## config.mk

```make
export PLATFORM = sky130hd
export DESIGN_NAME = single_neuron_adaptive_pid_core
export DESIGN_NICKNAME = d
export VERILOG_FILES = /design/src/hdl/snap_pkg.sv /design/src/hdl/snap_regs.sv /design/src/hdl/snap_mul.sv /design/src/hdl/snap_seq.sv /design/src/hdl/single_neuron_adaptive_pid_core.sv
export SDC_FILE = /design/constraint.sdc
export NUM_CORES = 2
export LEC_CHECK = 0
export ABC_AREA = 1
export BUFFER_PORTS_ARGS = -buffer_cell sky130_fd_sc_hd__buf_2
export CAP_MARGIN = 15
export CORE_UTILIZATION = 52
export DETAILED_ROUTE_END_ITERATION = 8
export PLACE_DENSITY = 0.69
export SETUP_SLACK_MARGIN = 0.2
export SLEW_MARGIN = 20
export SYNTH_ARGS = -nofsm -noshare
export SYNTH_HDL_FRONTEND = slang
export SYNTH_HIERARCHICAL = 1
export SYNTH_SLANG_ARGS = --single-unit
```

## constraint.sdc

```tcl
create_clock -name clk -period 8.79 [get_ports clk]
set_clock_uncertainty 0.1 [all_clocks]
set_input_delay 1.3185 -clock clk [delete_from_list [all_inputs] [get_ports clk]]
set_output_delay 1.3185 -clock clk [all_outputs]
set_load 0.1 [all_outputs]
```

## src/hdl/snap_pkg.sv

```systemverilog
// shared types and constants of the single-neuron adaptive pid core
package snap_pkg;

  localparam int DW        = 32;
  localparam int CW        = 18;
  localparam int XW        = 2 * CW;
  localparam int AW        = 36;
  localparam int BW        = CW + 1;
  localparam int PW        = AW + BW;
  localparam int ACCW      = AW + XW;
  localparam int Q_FRAC    = 16;
  localparam int RATE_FRAC = 28;
  localparam int SUMW      = ACCW - Q_FRAC;
  localparam int ADDR_W    = 5;

  localparam logic [DW-1:0] S32_MAX     = 32'h7FFF_FFFF;
  localparam logic [DW-1:0] S32_MIN     = 32'h8000_0000;
  localparam logic [DW-1:0] OUT_MIN_RST = 32'hD8F0_0000;
  localparam logic [DW-1:0] OUT_MAX_RST = 32'h2710_0000;

  typedef enum logic [2:0] {
    REG_RATE_PROP,
    REG_RATE_INTEG,
    REG_RATE_DERIV,
    REG_INIT_ERR,
    REG_INIT_DIFF,
    REG_INIT_CURV,
    REG_OUT_MIN,
    REG_OUT_MAX
  } reg_idx_t;

  typedef enum logic [2:0] {
    ST_IDLE,
    ST_TERMS,
    ST_LO,
    ST_HI,
    ST_ADD,
    ST_CLAMP,
    ST_OUT
  } state_t;

  typedef enum logic [1:0] {
    K_RATE,
    K_CTRL,
    K_LEARN
  } kind_t;

  typedef enum logic [1:0] {
    G_ERR,
    G_DIFF,
    G_CURV
  } grp_t;

  typedef struct packed {
    logic [DW-1:0] rate_prop;
    logic [DW-1:0] rate_integ;
    logic [DW-1:0] rate_deriv;
    logic [DW-1:0] out_min;
    logic [DW-1:0] out_max;
  } cfg_t;

  typedef struct packed {
    logic          ld_err;
    logic          ld_diff;
    logic          ld_curv;
    logic [DW-1:0] value;
  } wload_t;

endpackage

```

## src/hdl/snap_regs.sv

```systemverilog
// apb register file with weight load strobes
module snap_regs (
  input  logic                         clk,
  input  logic                         rst,
  input  logic                         psel,
  input  logic                         penable,
  input  logic                         pwrite,
  input  logic [snap_pkg::ADDR_W-1:0]  paddr,
  input  logic [snap_pkg::DW-1:0]      pwdata,
  output logic [snap_pkg::DW-1:0]      prdata,
  output logic                         pready,
  output snap_pkg::cfg_t               cfg,
  output snap_pkg::wload_t             wload
);

  logic                     wr;
  snap_pkg::reg_idx_t       idx;
  logic [snap_pkg::DW-1:0]  rate_prop;
  logic [snap_pkg::DW-1:0]  rate_integ;
  logic [snap_pkg::DW-1:0]  rate_deriv;
  logic [snap_pkg::DW-1:0]  init_err;
  logic [snap_pkg::DW-1:0]  init_diff;
  logic [snap_pkg::DW-1:0]  init_curv;
  logic [snap_pkg::DW-1:0]  out_min;
  logic [snap_pkg::DW-1:0]  out_max;

  assign pready = 1'b1;
  assign wr     = psel & penable & pwrite;
  assign idx    = snap_pkg::reg_idx_t'(paddr[snap_pkg::ADDR_W-1:2]);

  always_ff @(posedge clk) begin
    if (rst) begin
      rate_prop  <= '0;
      rate_integ <= '0;
      rate_deriv <= '0;
      init_err   <= '0;
      init_diff  <= '0;
      init_curv  <= '0;
      out_min    <= snap_pkg::OUT_MIN_RST;
      out_max    <= snap_pkg::OUT_MAX_RST;
    end else if (wr) begin
      case (idx)
        snap_pkg::REG_RATE_PROP:  rate_prop  <= pwdata;
        snap_pkg::REG_RATE_INTEG: rate_integ <= pwdata;
        snap_pkg::REG_RATE_DERIV: rate_deriv <= pwdata;
        snap_pkg::REG_INIT_ERR:   init_err   <= pwdata;
        snap_pkg::REG_INIT_DIFF:  init_diff  <= pwdata;
        snap_pkg::REG_INIT_CURV:  init_curv  <= pwdata;
        snap_pkg::REG_OUT_MIN:    out_min    <= pwdata;
        snap_pkg::REG_OUT_MAX:    out_max    <= pwdata;
        default:                  out_max    <= out_max;
      endcase
    end
  end

  always_comb begin
    case (idx)
      snap_pkg::REG_RATE_PROP:  prdata = rate_prop;
      snap_pkg::REG_RATE_INTEG: prdata = rate_integ;
      snap_pkg::REG_RATE_DERIV: prdata = rate_deriv;
      snap_pkg::REG_INIT_ERR:   prdata = init_err;
      snap_pkg::REG_INIT_DIFF:  prdata = init_diff;
      snap_pkg::REG_INIT_CURV:  prdata = init_curv;
      snap_pkg::REG_OUT_MIN:    prdata = out_min;
      snap_pkg::REG_OUT_MAX:    prdata = out_max;
      default:                  prdata = '0;
    endcase
  end

  always_comb begin
    cfg.rate_prop  = rate_prop;
    cfg.rate_integ = rate_integ;
    cfg.rate_deriv = rate_deriv;
    cfg.out_min    = out_min;
    cfg.out_max    = out_max;
    wload.ld_err   = wr && (idx == snap_pkg::REG_INIT_ERR);
    wload.ld_diff  = wr && (idx == snap_pkg::REG_INIT_DIFF);
    wload.ld_curv  = wr && (idx == snap_pkg::REG_INIT_CURV);
    wload.value    = pwdata;
  end

endmodule

```

## src/hdl/snap_mul.sv

```systemverilog
// shared signed multiplier, one partial product per cycle, registered result
module snap_mul (
  input  logic                              clk,
  input  logic signed [snap_pkg::AW-1:0]    a,
  input  logic signed [snap_pkg::BW-1:0]    b,
  output logic signed [snap_pkg::PW-1:0]    p
);

  always_ff @(posedge clk) begin
    p <= a * b;
  end

endmodule

```

## src/hdl/snap_seq.sv

```systemverilog
// sequencer and datapath: error history, terms, control sum, clamp and weight learning
module snap_seq (
  input  logic                                clk,
  input  logic                                rst,
  input  snap_pkg::cfg_t                      cfg,
  input  snap_pkg::wload_t                    wload,
  input  logic                                s_tvalid,
  output logic                                s_tready,
  input  logic [snap_pkg::DW-1:0]             setpoint,
  input  logic [snap_pkg::DW-1:0]             measured,
  input  logic                                restart,
  output logic                                m_tvalid,
  input  logic                                m_tready,
  output logic [snap_pkg::DW-1:0]             drive,
  output logic                                at_limit,
  output logic signed [snap_pkg::AW-1:0]      mul_a,
  output logic signed [snap_pkg::BW-1:0]      mul_b,
  input  logic signed [snap_pkg::PW-1:0]      mul_p
);

  localparam int DW   = snap_pkg::DW;
  localparam int AW   = snap_pkg::AW;
  localparam int XW   = snap_pkg::XW;
  localparam int CW   = snap_pkg::CW;
  localparam int PW   = snap_pkg::PW;
  localparam int ACCW = snap_pkg::ACCW;
  localparam int SUMW = snap_pkg::SUMW;

  snap_pkg::state_t   state;
  snap_pkg::state_t   state_next;
  snap_pkg::kind_t    kind;
  snap_pkg::grp_t     grp;
  snap_pkg::kind_t    cons_kind;
  snap_pkg::grp_t     cons_grp;
  logic               pend;

  logic [DW-1:0]      h0;
  logic [DW-1:0]      h1;
  logic [DW-1:0]      h2;
  logic [DW-1:0]      cv;
  logic [DW-1:0]      w_err;
  logic [DW-1:0]      w_diff;
  logic [DW-1:0]      w_curv;

  logic [XW-1:0]      bx1;
  logic [XW-1:0]      bx2;
  logic [XW-1:0]      bx3;
  logic [ACCW-1:0]    acc;
  logic [AW-1:0]      t;
  logic [SUMW-1:0]    sum;
  logic               lim;

  logic [DW:0]        err_d;
  logic [DW-1:0]      err_sat;
  logic [XW-1:0]      h0_x;
  logic [XW-1:0]      h1_x;
  logic [XW-1:0]      h2_x;
  logic [DW-1:0]      rate_sel;
  logic [DW-1:0]      w_sel;
  logic [XW-1:0]      x_sel;
  logic [AW-1:0]      op_a;
  logic [XW-1:0]      op_b;
  logic [ACCW-1:0]    p_ext;
  logic               consume_en;
  logic [DW-1:0]      w_cons;
  logic [SUMW:0]      lsum;
  logic [DW-1:0]      w_new;
  logic [SUMW-1:0]    lo_ext;
  logic [SUMW-1:0]    hi_ext;
  logic [DW-1:0]      clamp_val;
  logic               clamp_lim;
  logic               last_op;

  // error with saturation
  assign err_d   = {setpoint[DW-1], setpoint} - {measured[DW-1], measured};
  assign err_sat = (err_d[DW] != err_d[DW-1]) ?
                   (err_d[DW] ? snap_pkg::S32_MIN : snap_pkg::S32_MAX) : err_d[DW-1:0];

  assign h0_x = {{(XW-DW){h0[DW-1]}}, h0};
  assign h1_x = {{(XW-DW){h1[DW-1]}}, h1};
  assign h2_x = {{(XW-DW){h2[DW-1]}}, h2};

  assign last_op = (grp == snap_pkg::G_CURV) && (kind == snap_pkg::K_LEARN);

  always_comb begin
    state_next = state;
    s_tready   = 1'b0;
    case (state)
      snap_pkg::ST_IDLE: begin
        s_tready = 1'b1;
        if (s_tvalid) state_next = snap_pkg::ST_TERMS;
      end
      snap_pkg::ST_TERMS: state_next = snap_pkg::ST_LO;
      snap_pkg::ST_LO:    state_next = snap_pkg::ST_HI;
      snap_pkg::ST_HI:    state_next = snap_pkg::ST_ADD;
      snap_pkg::ST_ADD:   state_next = last_op ? snap_pkg::ST_CLAMP : snap_pkg::ST_LO;
      snap_pkg::ST_CLAMP: state_next = snap_pkg::ST_OUT;
      snap_pkg::ST_OUT: begin
        if (!m_tvalid || m_tready) state_next = snap_pkg::ST_IDLE;
      end
      default: state_next = snap_pkg::ST_IDLE;
    endcase
  end

  // operand select for the shared multiplier
  always_comb begin
    case (grp)
      snap_pkg::G_DIFF: begin
        rate_sel = cfg.rate_prop;
        w_sel    = w_diff;
        x_sel    = bx2;
      end
      snap_pkg::G_CURV: begin
        rate_sel = cfg.rate_deriv;
        w_sel    = w_curv;
        x_sel    = bx3;
      end
      default: begin
        rate_sel = cfg.rate_integ;
        w_sel    = w_err;
        x_sel    = bx1;
      end
    endcase
    case (kind)
      snap_pkg::K_RATE: begin
        op_a = {{(AW-DW){1'b0}}, rate_sel};
        op_b = bx1;
      end
      snap_pkg::K_CTRL: begin
        op_a = {{(AW-DW){w_sel[DW-1]}}, w_sel};
        op_b = x_sel;
      end
      default: begin
        op_a = t;
        op_b = x_sel;
      end
    endcase
    mul_a = op_a;
    if (state == snap_pkg::ST_HI) begin
      mul_b = {op_b[XW-1], op_b[XW-1:CW]};
    end else begin
      mul_b = {1'b0, op_b[CW-1:0]};
    end
  end

  assign p_ext = {{(ACCW-PW){mul_p[PW-1]}}, mul_p};

  // result of the finished partial-product pair
  assign consume_en = ((state == snap_pkg::ST_LO) && pend) || (state == snap_pkg::ST_CLAMP);

  always_comb begin
    case (cons_grp)
      snap_pkg::G_DIFF: w_cons = w_diff;
      snap_pkg::G_CURV: w_cons = w_curv;
      default:          w_cons = w_err;
    endcase
    lsum  = {{(SUMW+1-DW){w_cons[DW-1]}}, w_cons} + {acc[ACCW-1], acc[ACCW-1:snap_pkg::Q_FRAC]};
    if ((&lsum[SUMW:DW-1]) || !(|lsum[SUMW:DW-1])) begin
      w_new = lsum[DW-1:0];
    end else begin
      w_new = lsum[SUMW] ? snap_pkg::S32_MIN : snap_pkg::S32_MAX;
    end
  end

  // clamp, low limit tested first
  assign lo_ext = {{(SUMW-DW){cfg.out_min[DW-1]}}, cfg.out_min};
  assign hi_ext = {{(SUMW-DW){cfg.out_max[DW-1]}}, cfg.out_max};

  always_comb begin
    if ($signed(sum) < $signed(lo_ext)) begin
      clamp_val = cfg.out_min;
      clamp_lim = 1'b1;
    end else if ($signed(sum) > $signed(hi_ext)) begin
      clamp_val = cfg.out_max;
      clamp_lim = 1'b1;
    end else begin
      clamp_val = sum[DW-1:0];
      clamp_lim = 1'b0;
    end
  end

  always_ff @(posedge clk) begin
    if (rst) begin
      state    <= snap_pkg::ST_IDLE;
      kind     <= snap_pkg::K_RATE;
      grp      <= snap_pkg::G_ERR;
      pend     <= 1'b0;
      h0       <= '0;
      h1       <= '0;
      h2       <= '0;
      cv       <= '0;
      w_err    <= '0;
      w_diff   <= '0;
      w_curv   <= '0;
      m_tvalid <= 1'b0;
    end else begin
      state <= state_next;
      if (m_tready && (state != snap_pkg::ST_OUT)) m_tvalid <= 1'b0;
      case (state)
        snap_pkg::ST_IDLE: begin
          if (s_tvalid) begin
            h0 <= restart ? '0 : h1;
            h1 <= restart ? '0 : h2;
            h2 <= err_sat;
            if (restart) cv <= '0;
          end
        end
        snap_pkg::ST_TERMS: begin
          kind <= snap_pkg::K_RATE;
          grp  <= snap_pkg::G_ERR;
          pend <= 1'b0;
        end
        snap_pkg::ST_ADD: begin
          pend <= 1'b1;
          case (kind)
            snap_pkg::K_RATE: kind <= snap_pkg::K_CTRL;
            snap_pkg::K_CTRL: kind <= snap_pkg::K_LEARN;
            default: begin
              kind <= snap_pkg::K_RATE;
              case (grp)
                snap_pkg::G_ERR:  grp <= snap_pkg::G_DIFF;
                snap_pkg::G_DIFF: grp <= snap_pkg::G_CURV;
                default:          grp <= snap_pkg::G_CURV;
              endcase
            end
          endcase
        end
        snap_pkg::ST_CLAMP: cv <= clamp_val;
        snap_pkg::ST_OUT: begin
          if (!m_tvalid || m_tready) m_tvalid <= 1'b1;
        end
        default: cv <= cv;
      endcase
      if (consume_en && (cons_kind == snap_pkg::K_LEARN)) begin
        case (cons_grp)
          snap_pkg::G_DIFF: w_diff <= w_new;
          snap_pkg::G_CURV: w_curv <= w_new;
          default:          w_err  <= w_new;
        endcase
      end
      if (wload.ld_err)  w_err  <= wload.value;
      if (wload.ld_diff) w_diff <= wload.value;
      if (wload.ld_curv) w_curv <= wload.value;
    end
  end

  always_ff @(posedge clk) begin
    case (state)
      snap_pkg::ST_TERMS: begin
        bx1 <= h2_x;
        bx2 <= h2_x - h1_x;
        bx3 <= h2_x - {h1_x[XW-2:0], 1'b0} + h0_x;
        sum <= {{(SUMW-DW){cv[DW-1]}}, cv};
      end
      snap_pkg::ST_HI: acc <= p_ext;
      snap_pkg::ST_ADD: begin
        acc       <= acc + {p_ext[ACCW-CW-1:0], {CW{1'b0}}};
        cons_kind <= kind;
        cons_grp  <= grp;
      end
      snap_pkg::ST_CLAMP: lim <= clamp_lim;
      snap_pkg::ST_OUT: begin
        if (!m_tvalid || m_tready) begin
          drive    <= cv;
          at_limit <= lim;
        end
      end
      default: acc <= acc;
    endcase
    if (consume_en) begin
      case (cons_kind)
        snap_pkg::K_RATE: t <= acc[AW+snap_pkg::RATE_FRAC-1:snap_pkg::RATE_FRAC];
        snap_pkg::K_CTRL: sum <= sum + acc[ACCW-1:snap_pkg::Q_FRAC];
        default:          t <= t;
      endcase
    end
  end

endmodule

```

## src/hdl/single_neuron_adaptive_pid_core.sv

```systemverilog
// single-neuron adaptive pid core: items are processed one at a time, from accept to output beat
// nine products each pass through the lo, hi and add states on the one shared 36x19 multiplier (two partial
// products and an accumulate), plus a terms state, a clamp state and an out state that loads the output beat
// s_tready is high only while idle; the next item can be taken once the output beat is loaded and the core is idle
// synchronous reset clears history, control value and weights; writes to the init registers load the weights
module single_neuron_adaptive_pid_core (
  input  logic                               clk,
  input  logic                               rst,
  input  logic                               s_tvalid,
  output logic                               s_tready,
  input  logic [63:0]                        s_tdata,  // setpoint, measured
  input  logic                               s_tuser,  // restart
  output logic                               m_tvalid,
  input  logic                               m_tready,
  output logic [31:0]                        m_tdata,  // drive
  output logic                               m_tuser,  // at_limit
  input  logic                               psel,
  input  logic                               penable,
  input  logic                               pwrite,
  input  logic [snap_pkg::ADDR_W-1:0]        paddr,
  input  logic [31:0]                        pwdata,
  output logic [31:0]                        prdata,
  output logic                               pready
);

  snap_pkg::cfg_t                     cfg;
  snap_pkg::wload_t                   wload;
  logic signed [snap_pkg::AW-1:0]     mul_a;
  logic signed [snap_pkg::BW-1:0]     mul_b;
  logic signed [snap_pkg::PW-1:0]     mul_p;

  snap_regs u_regs (
    .clk     (clk),
    .rst     (rst),
    .psel    (psel),
    .penable (penable),
    .pwrite  (pwrite),
    .paddr   (paddr),
    .pwdata  (pwdata),
    .prdata  (prdata),
    .pready  (pready),
    .cfg     (cfg),
    .wload   (wload)
  );

  snap_mul u_mul (
    .clk (clk),
    .a   (mul_a),
    .b   (mul_b),
    .p   (mul_p)
  );

  snap_seq u_seq (
    .clk      (clk),
    .rst      (rst),
    .cfg      (cfg),
    .wload    (wload),
    .s_tvalid (s_tvalid),
    .s_tready (s_tready),
    .setpoint (s_tdata[31:0]),
    .measured (s_tdata[63:32]),
    .restart  (s_tuser),
    .m_tvalid (m_tvalid),
    .m_tready (m_tready),
    .drive    (m_tdata),
    .at_limit (m_tuser),
    .mul_a    (mul_a),
    .mul_b    (mul_b),
    .mul_p    (mul_p)
  );

endmodule
```

==> run metrics <==
Fin. Hold Viols=0; Hold Slack=approximately 0.32 ns; most area-hungry cell type in the Yosys netlist=fa_1; area grow syn2layout=7.87%; DR vias/cell=roughly 5.7; vias in the first global route=approximately 76k; # nets final=between 10k and 15k; Syn Inst Count=~12k; DP Cell Count=approximately 13k; Worst-Margin Slew=about 1.2 ns; Total GRT Usage=0.370; Avg Cell Area, Syn=between 7 and 8 sq um; Synth Area in Simple Gates=0.229; Peak Freq=0.121 GHz; multiplexer share of the synthesized area=0; initial DRC count=7718; Period minus WS final=8.26 ns; post-layout util=0.567; routed vias=just under 80k; yosys warns=6; commonest non-fill, non-tap cell in the layout=nand2_1; FF+latch count, synth=between 800 and 900; outcome=finished clean; max_slew headroom=0.227; xor/xnor share of the synthesized area=0.0247; min setup slack post-route=between 0.5 and 0.6 ns; Max Cap Viol=0; Hold Path Class=flip-flop to flip-flop; die area=roughly 160000 sq um; Root Driver=clkbuf_16; Die X=~400 um; most common flop cell mapped by yosys=dfxtp_1; dpl ws=around 0.41 ns; IO Port Bufs=around 170; top-area cell type share of the netlist area=0.169; DRC Markers=0; HPWL Detailed=~230000 um; Crit Path Max Fanout=34; compound-gate portion of the synthesized area=0.135; commonest cells after routing, fill and taps aside=nand2_1 (2598), inv_1 (2230), nor2_1 (863), fa_1 (695), o21ai_0 (689); CTS max path bufs=3; initial antenna violation count=11; setup TNS=0 ns; fin crit share=0.940; number of routed nets with antenna violations=0; Area contributors post-synth=fa_1 (17%), dfxtp_1 (15%), nand2_1 (12%); worst skew pair latency=around 0.8 ns; core box area=157000 sq um; total CTS buffers=just under 100; drt first pass iters=7; Routability Congestion=1.02; critical path required time=about 9 ns; Seq/Total Area, Yosys=0.230; largest net degree at the start of global routing=159; syn nets=~13k; Syn Std Cell Area=roughly 80000 sq um; clock sink count=830; Worst IR Drop VDD=0.176 mV; total gr overflow=0; critical path class=flip-flop to flip-flop; wire per inst=between 20 and 25 um; first-pass GRT wire length=~450000 um; H-tree depth=3; CP Capture Type=flip-flop; Startpoint Class=flip-flop; clk slew on worst S/H paths=about 0.060 ns; RSZ-0062 raised after global routing=false; CTS tree=done; Post-Synth Adder-Cell Area=0.249; # IOs=approximately 180; setup violators final=0; Routed WL=a little under 300000 um; post-synthesis async set-or-reset flop share=0; power density cells=between 150 and 200 nW/um^2; Post-synth EDFFs=230; Yosys cell types=66; die height=400 um; static leakage=between 40 and 50 nW; Post-Layout Cell Count=~14k; starting density of the core=0.526; critical path arrival=8.74 ns; Final Max Tran Viols=0; layout cells sized above 1=0.0750; main combinational cell family by area after synthesis=adder cells; row count=approximately 150
## layout make-up
| class | instances | area (sq um) |
|---|---|---|
| sequential | 830 | 18900 |
| timing repair buffer | 355 | 2450 |
| clock inverter | 45 | 623 |
| inverter | 2263 | 8510 |
| clock buffer | 140 | 2900 |
| fill | 15000 | 67800 |
| antenna | 6 | 15.0 |
| multi-input combinational | 7841 | 52900 |
| tap | 2058 | 2570 |
## cells in the mapped netlist (27+ instances only)
library cell / instances
a21oi_2: 50
xnor2_1: 89
xor2_1: 143
clkbuf_1: 383
nor2_2: 39
a221o_1: 35
a221oi_1: 80
nand2_1: 2601
or2_2: 29
nor2_1: 871
a211oi_1: 74
o21ai_1: 44
a31oi_1: 65
nor3_1: 199
o21bai_1: 27
nand4_1: 227
o21a_1: 42
edfxtp_1: 230
nand2_2: 89
o211ai_1: 50
o221ai_1: 43
buf_2: 71
inv_1: 2236
buf_1: 71
buf_4: 42
ha_1: 527
a21oi_1: 616
o21ai_0: 697
dfxtp_1: 600
fa_1: 695
nand3_1: 358
## worst paths after layout
| check | start | endpoint | slack (ns) | cells past startpoint |
|---|---|---|---|---|
| hold reg to reg | u_seq/kind[0] | u_seq/cons_kind[0] | 0.32 | 0 |
| setup reg to reg | u_seq/grp[0] | u_mul/p[36] | 0.53 | 24 |
| setup / recovery | u_seq/grp[0] | u_mul/p[36] | 0.53 | 24 |
| hold / removal | u_seq/kind[0] | u_seq/cons_kind[0] | 0.32 | 0 |
## what timing repair did
action                     in CTS  in global routing
setup endpoints to repair       0                 31
resized for setup               0                 10
buffers inserted                0                  2
hold buffers                    0                  0
## kinds of logic after synthesis
family,count (synthesis)
and+or+nand+nor,4482
buffers and inverters,2843
AOI/OAI and AO/OA,1904
adders and majority gates,1222
DFF,830
xor gates and xnor gates,232
other,1
## sequential cells by signal, summed over array words and instances (netlist names), 33 cells and up
signal / cells
u_seq/sum: 56
u_seq/bx3: 35
u_seq/acc: 56
u_seq/bx2: 33
u_mul/p: 55
u_seq/t: 36
## metrics by stage
step	total power, mW	cell area, sq um
6_report	14.2	88900
5_1_grt	15.0	88900
4_1_cts	14.2	88800
3_5_place_dp	9.76	85300
3_3_place_gp	9.69	85300
2_1_floorplan	8.17	82400
## worst max-delay path, stage by stage (launching register included)
cell and delay (ns):
dfxtp_1 0.42, inv_1 0.12, ha_2 0.37, inv_2 0.05
buf_4 0.27, a221oi_1 0.75, o221ai_2 0.33, or2_2 0.39
fa_1 0.51, fa_1 0.57, inv_1 0.07, fa_1 0.51
fa_1 0.53, fa_1 0.52, fa_1 0.58, fa_1 0.48
ha_1 0.41, nand2_1 0.13, nor2_1 0.23, nand2_1 0.12
inv_1 0.07, nand2_1 0.06, nand2_2 0.14, a21oi_1 0.10
xnor2_1 0.28
## per-layer routing
metal,global-route usage,share of wire,up-vias
met3,0.0667,0.090,827
met5,0,0.000067,-
met4,0.208,0.063,2
li1,-,-,36100
met1,0.473,0.40,37000
met2,0.591,0.45,3751
## report_power, final
| part | internal, mW | total (mW) | switching [mW] |
|---|---|---|---|
| Combinational | 1.68 | 5.02 | 3.34 |
| Sequential | 4.39 | 4.78 | 0.390 |
| Clock | 2.59 | 4.43 | 1.84 |
Note: power is estimated with default switching activity, not from simulation.
